[src/rtl/ccgp_pkg.sv]
// Shared widths, register codes and types of the column cost greedy partitioner.
package ccgp_pkg;

  localparam int ZW       = 12;  // slice z
  localparam int CW       = 16;  // counters and worker index
  localparam int BXW      = 7;   // block_x, block_y
  localparam int BZW      = 12;  // block_z
  localparam int DCW      = 16;  // diff_cost, 8 fraction bits
  localparam int CFG_AW   = 2;
  localparam int CFG_DW   = 16;
  localparam int RUN_SPAN = 4;

  localparam int HW       = 13;  // height + 2 rounded up to 4
  localparam int AREAW    = 15;  // (bx+2)*(by+2)
  localparam int BXYW     = 2 * BXW;
  localparam int BXYZW    = BXYW + BZW;
  localparam int DAW      = DCW + AREAW;
  localparam int PW       = DAW + HW;
  localparam int TW       = 47;  // signed cost thresholds
  localparam int SETTLE   = 6;   // cycles to refresh the cost constants
  localparam int SW       = 3;

  localparam logic [CW-1:0] CNT_MAX = {CW{1'b1}};

  typedef enum logic [CFG_AW-1:0] {
    REG_BLOCK_X   = 2'd0,
    REG_BLOCK_Y   = 2'd1,
    REG_BLOCK_Z   = 2'd2,
    REG_DIFF_COST = 2'd3
  } cfg_reg_e;

  typedef struct packed {
    logic [DAW-1:0]       diff_area;  // diff_cost * (bx+2)*(by+2)
    logic signed [TW-1:0] full_cost;  // full block cost, scaled by 256
    logic signed [TW-1:0] thr_run;    // full_cost - 2*256, threshold of a fresh run
  } cost_t;

  typedef struct packed {
    logic settled;
    logic reload;
  } settle_t;

  function automatic logic [HW-1:0] round_up4(input logic [HW-1:0] v);
    logic [HW-1:0] s;
    s = v + HW'(3);
    return {s[HW-1:2], 2'b00};
  endfunction

endpackage

[src/rtl/column_cost_greedy_partitioner_unit.sv]
// An accepted request sits in the input register until the result register can take its result.
// Throughput: one request per cycle while the output is not stalled; the result register frees the input side.
// The cost test is one 31x13 multiply and a compare against a running threshold.
// Reset is asynchronous, active low; after reset and after every config write the
// input stalls while the multiplier pipeline refreshes the cost constants.
// Top level of the column cost greedy partitioner.
module column_cost_greedy_partitioner_unit (
  input  logic                         clk_i,
  input  logic                         rst_ni,
  input  logic                         cfg_valid_i,
  output logic                         cfg_ready_o,
  input  logic [ccgp_pkg::CFG_AW-1:0]  cfg_index_i,
  input  logic [ccgp_pkg::CFG_DW-1:0]  cfg_data_i,
  input  logic                         in_valid_i,
  output logic                         in_ready_o,
  input  logic [ccgp_pkg::ZW-1:0]      slice_z_i,
  input  logic                         column_start_i,
  output logic                         out_valid_o,
  input  logic                         out_ready_i,
  output logic [ccgp_pkg::CW-1:0]      dest_worker_o,
  output logic [ccgp_pkg::CW-1:0]      workers_used_o
);
  import ccgp_pkg::*;

  logic [BXW-1:0] block_x_q;
  logic [BXW-1:0] block_y_q;
  logic [BZW-1:0] block_z_q;
  logic [DCW-1:0] diff_cost_q;
  logic           cfg_we;
  cost_t          cost;
  settle_t        settle;

  assign cfg_ready_o = 1'b1;
  assign cfg_we      = cfg_valid_i && cfg_ready_o;

  always_ff @(posedge clk_i or negedge rst_ni) begin
    if (!rst_ni) begin
      block_x_q   <= BXW'(4);
      block_y_q   <= BXW'(4);
      block_z_q   <= BZW'(4);
      diff_cost_q <= DCW'(256);
    end else if (cfg_we) begin
      case (cfg_reg_e'(cfg_index_i))
        REG_BLOCK_X:   block_x_q   <= cfg_data_i[BXW-1:0];
        REG_BLOCK_Y:   block_y_q   <= cfg_data_i[BXW-1:0];
        REG_BLOCK_Z:   block_z_q   <= cfg_data_i[BZW-1:0];
        REG_DIFF_COST: diff_cost_q <= cfg_data_i[DCW-1:0];
        default: ;
      endcase
    end
  end

  ccgp_cost_table u_cost_table (
    .clk_i       (clk_i),
    .rst_ni      (rst_ni),
    .cfg_we_i    (cfg_we),
    .block_x_i   (block_x_q),
    .block_y_i   (block_y_q),
    .block_z_i   (block_z_q),
    .diff_cost_i (diff_cost_q),
    .cost_o      (cost),
    .settle_o    (settle)
  );

  ccgp_run_core u_run_core (
    .clk_i          (clk_i),
    .rst_ni         (rst_ni),
    .cost_i         (cost),
    .settle_i       (settle),
    .in_valid_i     (in_valid_i),
    .in_ready_o     (in_ready_o),
    .slice_z_i      (slice_z_i),
    .column_start_i (column_start_i),
    .out_valid_o    (out_valid_o),
    .out_ready_i    (out_ready_i),
    .dest_worker_o  (dest_worker_o),
    .workers_used_o (workers_used_o)
  );

endmodule

[src/rtl/ccgp_cost_table.sv]
// Multiplier pipeline that derives the per-configuration cost constants.
module ccgp_cost_table (
  input  logic                        clk_i,
  input  logic                        rst_ni,
  input  logic                        cfg_we_i,
  input  logic [ccgp_pkg::BXW-1:0]    block_x_i,
  input  logic [ccgp_pkg::BXW-1:0]    block_y_i,
  input  logic [ccgp_pkg::BZW-1:0]    block_z_i,
  input  logic [ccgp_pkg::DCW-1:0]    diff_cost_i,
  output ccgp_pkg::cost_t             cost_o,
  output ccgp_pkg::settle_t           settle_o
);
  import ccgp_pkg::*;

  logic [AREAW-1:0]     area_q;
  logic [BXYW-1:0]      bxy_q;
  logic [HW-1:0]        r4z_q;
  logic [DAW-1:0]       dca_q;
  logic [BXYZW-1:0]     bxyz_q;
  logic [PW-1:0]        pz_q;
  logic signed [TW-1:0] full_q;
  logic signed [TW-1:0] thr_run_q;
  logic [SW-1:0]        busy_q, busy_d;

  always_ff @(posedge clk_i) begin
    area_q    <= (AREAW'(block_x_i) + AREAW'(2)) * (AREAW'(block_y_i) + AREAW'(2));
    bxy_q     <= BXYW'(block_x_i) * BXYW'(block_y_i);
    r4z_q     <= round_up4(HW'(block_z_i) + HW'(2));
    dca_q     <= DAW'(diff_cost_i) * DAW'(area_q);
    bxyz_q    <= BXYZW'(bxy_q) * BXYZW'(block_z_i);
    pz_q      <= PW'(dca_q) * PW'(r4z_q);
    full_q    <= $signed(TW'(pz_q)) + $signed(TW'({bxyz_q, 8'b0}));
    thr_run_q <= full_q - TW'(512);
  end

  always_comb begin
    busy_d = busy_q;
    if (cfg_we_i) begin
      busy_d = SW'(SETTLE);
    end else if (busy_q != '0) begin
      busy_d = busy_q - SW'(1);
    end
  end

  always_ff @(posedge clk_i or negedge rst_ni) begin
    if (!rst_ni) begin
      busy_q <= SW'(SETTLE);
    end else begin
      busy_q <= busy_d;
    end
  end

  assign cost_o.diff_area  = dca_q;
  assign cost_o.full_cost  = full_q;
  assign cost_o.thr_run    = thr_run_q;
  assign settle_o.settled  = (busy_q == '0);
  assign settle_o.reload   = (busy_q == SW'(1)) && !cfg_we_i;

endmodule

[src/rtl/ccgp_run_core.sv]
// Input register, run tracking with cost test, and result register.
module ccgp_run_core (
  input  logic                     clk_i,
  input  logic                     rst_ni,
  input  ccgp_pkg::cost_t          cost_i,
  input  ccgp_pkg::settle_t        settle_i,
  input  logic                     in_valid_i,
  output logic                     in_ready_o,
  input  logic [ccgp_pkg::ZW-1:0]  slice_z_i,
  input  logic                     column_start_i,
  output logic                     out_valid_o,
  input  logic                     out_ready_i,
  output logic [ccgp_pkg::CW-1:0]  dest_worker_o,
  output logic [ccgp_pkg::CW-1:0]  workers_used_o
);
  import ccgp_pkg::*;

  logic                 in_vld_q, in_vld_d;
  logic [ZW-1:0]        z_q;
  logic                 col_q;
  logic                 res_vld_q, res_vld_d;
  logic [CW-1:0]        dest_q, dest_d;
  logic [CW-1:0]        used_q, used_d;

  logic [ZW-1:0]        zmin_q, zmin_d;
  logic [ZW:0]          zlimit_q, zlimit_d;
  logic [CW-1:0]        cnt_q, cnt_d;
  logic [CW-1:0]        wk_q, wk_d;
  logic                 seen_q, seen_d;
  logic signed [TW-1:0] thr_q, thr_d;  // full cost - next count * 256

  logic                 in_fire, advance, new_col, reach, split;
  logic [CW-1:0]        cnt_inc, wk_inc;
  logic [HW-1:0]        r4;
  logic [PW-1:0]        prod;
  logic [ZW:0]          z_span;

  assign advance    = in_vld_q && (!res_vld_q || out_ready_i);
  assign in_ready_o = settle_i.settled && (!in_vld_q || advance);
  assign in_fire    = in_valid_i && in_ready_o;

  always_comb begin
    in_vld_d = in_vld_q;
    if (in_fire) begin
      in_vld_d = 1'b1;
    end else if (advance) begin
      in_vld_d = 1'b0;
    end
    res_vld_d = res_vld_q;
    if (advance) begin
      res_vld_d = 1'b1;
    end else if (out_ready_i) begin
      res_vld_d = 1'b0;
    end
  end

  assign new_col = col_q || !seen_q;
  assign cnt_inc = (cnt_q == CNT_MAX) ? cnt_q : cnt_q + CW'(1);
  assign wk_inc  = (wk_q == CNT_MAX) ? wk_q : wk_q + CW'(1);
  assign r4      = round_up4(HW'(z_q) - HW'(zmin_q) + HW'(3));
  assign prod    = PW'(cost_i.diff_area) * PW'(r4);
  assign reach   = {1'b0, z_q} >= zlimit_q;
  assign split   = reach && ($signed(TW'(prod)) > thr_q);
  assign z_span  = (ZW+1)'(z_q) + (ZW+1)'(RUN_SPAN);

  always_comb begin
    zmin_d   = zmin_q;
    zlimit_d = zlimit_q;
    cnt_d    = cnt_q;
    wk_d     = wk_q;
    seen_d   = seen_q;
    thr_d    = thr_q;
    if (advance) begin
      if (new_col) begin
        if (seen_q) begin
          wk_d = wk_inc;
        end
        seen_d   = 1'b1;
        zmin_d   = z_q;
        zlimit_d = z_span;
        cnt_d    = CW'(1);
        thr_d    = cost_i.thr_run;
      end else begin
        cnt_d = cnt_inc;
        thr_d = (cnt_inc != CNT_MAX) ? thr_q - TW'(256) : thr_q;
        if (reach) begin
          zlimit_d = {1'b0, z_q} + (ZW+1)'(1);
        end
        if (split) begin
          zmin_d   = z_q;
          zlimit_d = z_span;
          wk_d     = wk_inc;
          cnt_d    = CW'(1);
          thr_d    = cost_i.thr_run;
        end
      end
    end else if (settle_i.reload) begin
      thr_d = cost_i.full_cost - $signed(TW'({cnt_inc, 8'b0}));
    end
  end

  assign dest_d = wk_d;
  assign used_d = (wk_d == CNT_MAX) ? CNT_MAX : wk_d + CW'(1);

  always_ff @(posedge clk_i or negedge rst_ni) begin
    if (!rst_ni) begin
      in_vld_q  <= 1'b0;
      res_vld_q <= 1'b0;
      zmin_q    <= '0;
      zlimit_q  <= '0;
      cnt_q     <= '0;
      wk_q      <= '0;
      seen_q    <= 1'b0;
      thr_q     <= '0;
    end else begin
      in_vld_q  <= in_vld_d;
      res_vld_q <= res_vld_d;
      zmin_q    <= zmin_d;
      zlimit_q  <= zlimit_d;
      cnt_q     <= cnt_d;
      wk_q      <= wk_d;
      seen_q    <= seen_d;
      thr_q     <= thr_d;
    end
  end

  always_ff @(posedge clk_i) begin
    if (in_fire) begin
      z_q   <= slice_z_i;
      col_q <= column_start_i;
    end
    if (advance) begin
      dest_q <= dest_d;
      used_q <= used_d;
    end
  end

  assign out_valid_o    = res_vld_q;
  assign dest_worker_o  = dest_q;
  assign workers_used_o = used_q;

  a_count_live: assert property (@(posedge clk_i) disable iff (!rst_ni)
    seen_q |-> cnt_q != '0)
    else $error("run count is zero inside a run");

  a_limit_above_min: assert property (@(posedge clk_i) disable iff (!rst_ni)
    seen_q |-> zlimit_q > {1'b0, zmin_q})
    else $error("run z limit not above run start");

  a_worker_monotonic: assert property (@(posedge clk_i) disable iff (!rst_ni)
    1'b1 |=> wk_q >= $past(wk_q))
    else $error("worker index went backwards");

  a_used_matches: assert property (@(posedge clk_i) disable iff (!rst_ni)
    (res_vld_q && dest_q != CNT_MAX) |-> used_q == dest_q + CW'(1))
    else $error("workers_used does not follow dest_worker");

endmodule

[config.mk]
export PLATFORM = sky130hd
export DESIGN_NAME = column_cost_greedy_partitioner_unit
export DESIGN_NICKNAME = d
export VERILOG_FILES = /design/src/rtl/ccgp_pkg.sv /design/src/rtl/column_cost_greedy_partitioner_unit.sv /design/src/rtl/ccgp_cost_table.sv /design/src/rtl/ccgp_run_core.sv
export SDC_FILE = /design/constraint.sdc
export NUM_CORES = 2
export LEC_CHECK = 0
export ABC_AREA = 1
export BUFFER_PORTS_ARGS = -buffer_cell sky130_fd_sc_hd__buf_2
export CORE_AREA = 3 3 316 318
export CTS_CLUSTER_SIZE = 40
export DETAILED_ROUTE_END_ITERATION = 8
export DIE_AREA = 0 0 319 321
export PLACE_DENSITY = 0.88
export SYNTH_ARGS = -nofsm -noshare
export SYNTH_HDL_FRONTEND = slang
export SYNTH_SLANG_ARGS = --single-unit
[constraint.sdc]
create_clock -name clk_i -period 10.34 [get_ports clk_i]
set_clock_uncertainty 0.05 [all_clocks]
set_input_delay 0.517 -clock clk_i [delete_from_list [all_inputs] [get_ports clk_i]]
set_output_delay 0.517 -clock clk_i [all_outputs]
set_load 0.01 [all_outputs]
# --- Word level (Yosys, flattened, before mapping) ---
# Cells that the tools add are included.
totals:
  latchBits: 0
  out_inout_bits: 35
  word_cells: 112
  memories: 0
  mem_bits_rw: 0
  register_bits: 430
  mem_bits_ro: 0
  in_bits: 36
op_classes:
  shifts: 0
  n_mul: 6
  muxes: 24
  div_mod_pow: 0
  reduce_logical: 29
  n_bitwise: 0
  n_addsub: 17
  magnitude_cmp: 2
  eq_ne: 9
op_table:
  columns: ["operator", "n"]
  rows:
  - ["$mux W47", 5]
  - ["$mux W16", 8]
  - ["$mul A31 B11 Y42", 2]
  - ["$add A16 B1 Y16 const B", 3]
  - ["$eq A16 B16 Y1 const B", 3]
  - ["$gt A45 B47 Y1", 1]
  - ["$sub A47 B10 Y47 const B", 1]
  - ["$sub A47 B11 Y47 const B", 1]
  - ["$sub A47 B25 Y47", 1]
  - ["$add A44 B34 Y45", 1]
  - ["$add A13 B2 Y13 const B", 3]
  - ["$mux W13", 3]
  - ["$mul A16 B15 Y31", 1]
  - ["$mul A14 B12 Y26", 1]
  - ["$mux W12", 2]
  - ["$add A7 B2 Y8 const B", 2]
  - ["$ne A16 B16 Y1 const B", 1]
  - ["$reduce_and A2 Y1", 8]
  - ["$mul A15 B15 Y15", 1]
  - ["$mul A7 B7 Y14", 1]
  - ["$add A12 B1 Y13 const B", 1]
  - ["$add A12 B2 Y13 const B", 1]
  - ["$add A12 B3 Y13 const B", 1]
  - ["$ge A12 B13 Y1", 1]
  - ["15 further kinds", 34]

# --- Depth between registers and ports, before layout ---
logic_depth:
  word_depth: 10
  depth_mapped: 63
  ltp_nobuf: 62

# --- Cells and area by module ---
# A second synthesis with hierarchy kept.
unflattened:
  cells_unflattened: 8395
  hier_area_um2: 62258.5
by_module_without_submodules:
  columns: ["mod", "cells_each", "seq_area_each_um2", "n_inst", "area_each_um2"]
  rows:
  - ["ccgp_cost_table", 5145, 4581.9, 1, 37747.5]
  - ["ccgp_run_core", 3059, 4028.9, 1, 22745.6]
  - ["column_cost_greedy_partitioner_unit", 191, 1056.0, 1, 1765.4]

# --- Worst setup path before layout ---
# Ideal clock, no wire load.
synth_timing:
  path_type: "register -> register"
  startpoint: "register u_run_core.z_q[1]"
  endpoint: "register u_run_core.used_q[10] (netlist: u_run_core.workers_used_o[10]) (data pin)"
  required_time_ns: 10.026
  arrival_time_ns: 9.510
  path_stages_with_launch: 62
  synth_period_minus_slack_ns: 9.824
  setup_ns: 0.264
  setup_slack_ns: 0.516
  path_buffers: 1
  path_cell_list: "edfxtp_1 inv_1 ha_1 a21oi_1 inv_1 fa_1 inv_1 nand3_1 a21oi_1 o21ai_0 nand2_1 nand2_1 nand2_1 a21oi_1 or2_2 nand2_1 a21oi_1 or2_2 [26 not listed] nor2_2 nand2_1 nor2_1 nand2_1 nand4_2 nand2_2 buf_4 nand2_1 nand2_1 a21oi_1 ha_1 inv_1 nor2_2 nand2_1 inv_1 nand2_1 o21ai_0 nand3_1"
synth_between:
  elab_chain_len: 10
  elab_cells_between_ends: 12
  cone_classes: "add/sub: 4; mul: 1; order compare: 2; eq/ne: 1; mux: 3; reduce/logical: 1"
synth_lines:
  columns: ["element", "line", "source"]
  rows:
  - ["from (decl)", "ccgp_run_core.sv:19", "logic [ZW-1:0] z_q;"]
  - ["from (signal assigned)", "ccgp_run_core.sv:129", "z_q <= slice_z_i;"]
  - ["$sub A12 B12 Y13", "ccgp_run_core.sv:60", "assign r4 = round_up4(HW'(z_q) - HW'(zmin_q) + HW'(3));"]
  - ["$add A13 B2 Y13", "ccgp_run_core.sv:60", null]
  - ["$add A13 B2 Y13", "ccgp_pkg.sv:45", "s = v + HW'(3);"]
  - ["$mul A31 B11 Y42", "ccgp_run_core.sv:61", "assign prod = PW'(cost_i.diff_area) * PW'(r4);"]
  - ["$gt A45 B47 Y1", "ccgp_run_core.sv:63", "assign split = reach && ($signed(TW'(prod)) > thr_q);"]
  - ["$logic_and A1 B1 Y1 *", "ccgp_run_core.sv:63", null]
  - ["$mux W16 *", "ccgp_run_core.sv:89", "if (split) begin"]
  - ["$mux W16 *", "ccgp_run_core.sv:74", "if (new_col) begin"]
  - ["$mux W16 *", "ccgp_run_core.sv:73", "if (advance) begin"]
  - ["$add A16 B1 Y16 or $eq A16 B16 Y1 (tied branches)", "ccgp_run_core.sv:103", "assign used_d = (wk_d == CNT_MAX) ? CNT_MAX : wk_d + CW'(1);"]
  - ["to (signal assigned)", "ccgp_run_core.sv:134", "used_q <= used_d;"]
  - ["to (decl)", "ccgp_run_core.sv:23", "logic [CW-1:0] used_q, used_d;"]
# Every way passes the cells marked *; elsewhere a longest branch is shown, timed or not.
# A chain may end at the register's enable or synchronous reset.

# --- Worst setup path after layout ---
layout_timing:
  startpoint: "register u_run_core.z_q[3]"
  endpoint: "register u_run_core.used_q[5] (netlist: u_run_core.workers_used_o[5]) (data pin)"
layout_between:
  elab_chain_len: 10
  elab_cells_between_ends: 12
  cone_classes: "add/sub: 4; mul: 1; order compare: 2; eq/ne: 1; mux: 3; reduce/logical: 1"
layout_lines:
  columns: ["element", "line", "source"]
  rows:
  - ["$sub A12 B12 Y13", "ccgp_run_core.sv:60", null]
  - ["$add A13 B2 Y13", "ccgp_run_core.sv:60", null]
  - ["$add A13 B2 Y13", "ccgp_pkg.sv:45", null]
  - ["$mul A31 B11 Y42", "ccgp_run_core.sv:61", null]
  - ["$gt A45 B47 Y1", "ccgp_run_core.sv:63", null]
  - ["$logic_and A1 B1 Y1 *", "ccgp_run_core.sv:63", null]
  - ["$mux W16 *", "ccgp_run_core.sv:89", null]
  - ["$mux W16 *", "ccgp_run_core.sv:74", null]
  - ["$mux W16 *", "ccgp_run_core.sv:73", null]
  - ["via u_run_core.dest_d[1]", "ccgp_run_core.sv:22", "logic [CW-1:0] dest_q, dest_d;"]
  - ["$add A16 B1 Y16 or $eq A16 B16 Y1 (tied branches)", "ccgp_run_core.sv:103", null]
# The timed path passes the listed nets; every way through them passes the cells marked *.

==> metrics <==
status=finished, final reports clean; Sink Count=roughly 420; Area Growth Syn to Fin=6.75%; drt drc=0; Reg2Reg Setup Slack=between 300 and 400 ps; Worst-path clk slew=approximately 80 ps; CTS Root Cell=clkbuf_16; CP Data Arrival Time=~10000 ps; #FFs+latches synth=roughly 420; CP endpoint kind=register; post-synthesis async set-or-reset flop share=35.6%; die width=~320 um; worst-path fanout max=16; filler instances=approximately 7500; slowest stage delay, CP=~560 ps; post-layout min period=about 10000 ps; synthesized area per cell=~7.9 um2; via count=49200; vias in the first global route=between 50000 and 60000; share of layout cells above drive strength 1=6.57%; H-tree depth=2; post-route ant nets=0; Worst Tran Pin Value=~1300 ps; most frequent cells after synthesis=nand2_1, inv_1, fa_1; hold depth=1; Post-synth EDFFs=between 40 and 50; Core Box Area=0.0969 mm2; Setup TNS Final=0 ps; Startpoint Class=register; Seq/Total Area, Yosys=16.5%; Synth Flop Type=dfxtp_1; placed insts=8534; Max Cap Violations=0; Yosys warnings=0; slowest stage cell, crit path=fa_1; GP Congestion=around 0.99; synthesized instance count=around 7300; DRT Wirelength=approximately 160 mm; normalized max-slew margin=approximately 16%; number of antenna diodes=0; starting density of the core=between 60% and 70%; initial antenna violation count=1; RSZ-0062 raised after global routing=yes; top cell type's share of synthesized area=a little under a third; routed length per instance=18.1 um; Pins Over Slew Limit=0; row cnt=around 110; remaining global-route overflow=0; area leader, netlist=fa_1; Net Count, Synth=between 8000 and 9000; Die H=between 300 and 400 um; Starting DRT DRC Count=4193; Clk Latency, worst-skew pair=~630 ps; Worst Path Class, Setup=register to register; post-layout instance count excluding filler cells=between 8000 and 9000; first-pass GRT wire length=roughly 260 mm; CP required=around 11000 ps; register area=between 0.009 and 0.01 mm2; Die Area=roughly 0.1 mm2; Max Clk Rate=0.0998 GHz; CTS tree=yes; dpl hpwl=approximately 120 mm; I/O pin total=71; All-Layer GR Usage=between 30% and 40%; most common cell in the synthesized netlist=nand2_1; Max clock buf depth=3; top cells by area, synth=fa_1, nand2_1, ha_1; Crit path top cell by count=a21oi_1; synth unique cells=73; footprint of the multi-input gates=around 0.042 mm2; final hold vios=0; Post-Syn Area=0.0582 mm2; reg2reg path depth=just under 50; Final #Nets=between 8000 and 9000; vias per std cell=5.70; CTS Buf Count=47; setup violators final=0; hold crit path type=primary input to register; IO Port Bufs=slightly below 70; largest net degree at the start of global routing=between 80 and 90; DRT Pass-1 Iters=9; final period utilization=between 90% and 100%
-- flip-flops by register name (all words and copies together) (netlist names), 3 cells and up --
register	count
u_cost_table.full_q	43
u_cost_table.busy_q	3
u_run_core.cnt_q	16
u_run_core.z_q	12
u_cost_table.thr_run_q	45
u_run_core.wk_q	16
block_x_q	7
diff_cost_q	16
block_y_q	7
u_run_core.zmin_q	12
u_run_core.dest_worker_o	16
u_cost_table.bxyz_q	26
u_run_core.workers_used_o	16
u_run_core.thr_q	45
u_cost_table.pz_q	42
u_cost_table.bxy_q	13
u_cost_table.area_q	15
u_run_core.zlimit_q	13
u_cost_table.r4z_q	11
u_cost_table.dca_q	31
block_z_q	12
-- through the flow --
stage	utilization [%]	setup slack, ps	hold WS [ps]	area, um2
after floorplan	-	516	171	58200
after global placement	61.9	-31.3	262	60000
after detailed placement	61.9	-228	267	60000
after CTS	63.7	12.9	2.62	61600
after global routing	64.2	-122	11.7	62200
final	64.2	319	20.0	62200
-- metal layers --
layer | up-vias | track usage (%) | part of all wire, %
met3 | 637 | 6.13 | 9.9
met4 | 2 | 15.5 | 5.5
met2 | 2673 | 52.8 | 49
li1 | 22100 | - | -
met1 | 23800 | 36.9 | 36
met5 | - | 0 | 0.0083
-- placed cells by master (no fill, tap or decap), types with 25 or more instances in the layout --
cell,count
dfrtp_1,144
nor2_1,423
a21oi_1,294
nand3_1,153
nand2_1,1826
fa_1,881
nand4_1,40
inv_1,1559
o21ai_1,25
clkbuf_16,51
edfxtp_1,45
buf_4,133
nor3_1,52
xor2_1,214
o21ai_0,236
buf_2,68
dfxtp_1,225
ha_1,504
xnor2_1,74
-- cell families (layout without fill, tap and decap cells) --
kind of cell	after synthesis	in the layout	share of synthesized area (%)
and+or+nand+nor	2633	2636	18.3
buffers and inverters	1855	1873	12.2
adders and majority gates	1397	1397	41.4
AOI/OAI and AO/OA	745	745	7.21
DFF	421	421	16.5
xor gates and xnor gates	288	288	4.33
muxes	4	4	0.0773
other	1	1	0.00644
-- worst paths after layout --
| path | from | to |
|---|---|---|
| worst max-delay path | u_run_core.z_q[3]$_DFFE_PP_ | u_run_core.workers_used_o[5]$_SDFFCE_PN1P_ |
| worst min-delay path | slice_z_i[6] | u_run_core.z_q[6]$_DFFE_PP_ |
| worst max register to register | u_run_core.z_q[3]$_DFFE_PP_ | u_run_core.workers_used_o[5]$_SDFFCE_PN1P_ |
| worst min register to register | u_cost_table.pz_q[7]$_DFF_P_ | u_cost_table.full_q[7]$_DFF_P_ |
| max in group asynchronous | rst_ni | diff_cost_q[10]$_DFFE_PN0P_ |
| min in group asynchronous | rst_ni | u_run_core.wk_q[5]$_DFF_PN0_ |
-- what timing repair did --
action | CTS | global route
gates resized for setup | 9 | 90
gates cloned | 1 | 4
hold buffers | 1 | 0
buffers inserted | 0 | 13
endpoints found under the setup margin | 45 | 127
hold endpoints to repair | 84 | 0
pin swaps | 3 | 39
-- critical path, delay by kind of cell (launching register included) --
| kind | cells | cell delay, ps |
|---|---|---|
| XOR/XNOR | 1 | 170 |
| AO/OA/AOI/OAI | 11 | 1740 |
| flip-flops | 1 | 420 |
| buffers and inverters | 11 | 1360 |
| adder cells (fa/ha/maj) | 10 | 4000 |
| AND/OR/NAND/NOR | 16 | 1960 |
-- layout make-up --
class / instances / area share, %
clock buffer: 66 / 2.24
clock inverter: 22 / 0.370
inverter: 1574 / 9.51
multi-input combinational: 5071 / 67.4
sequential: 421 / 15.5
tap: 1276 / 2.57
timing repair buffer: 211 / 2.42
Power is not shown: default switching activity piles up to over one toggle a cycle in this logic, so the estimate is an artifact.
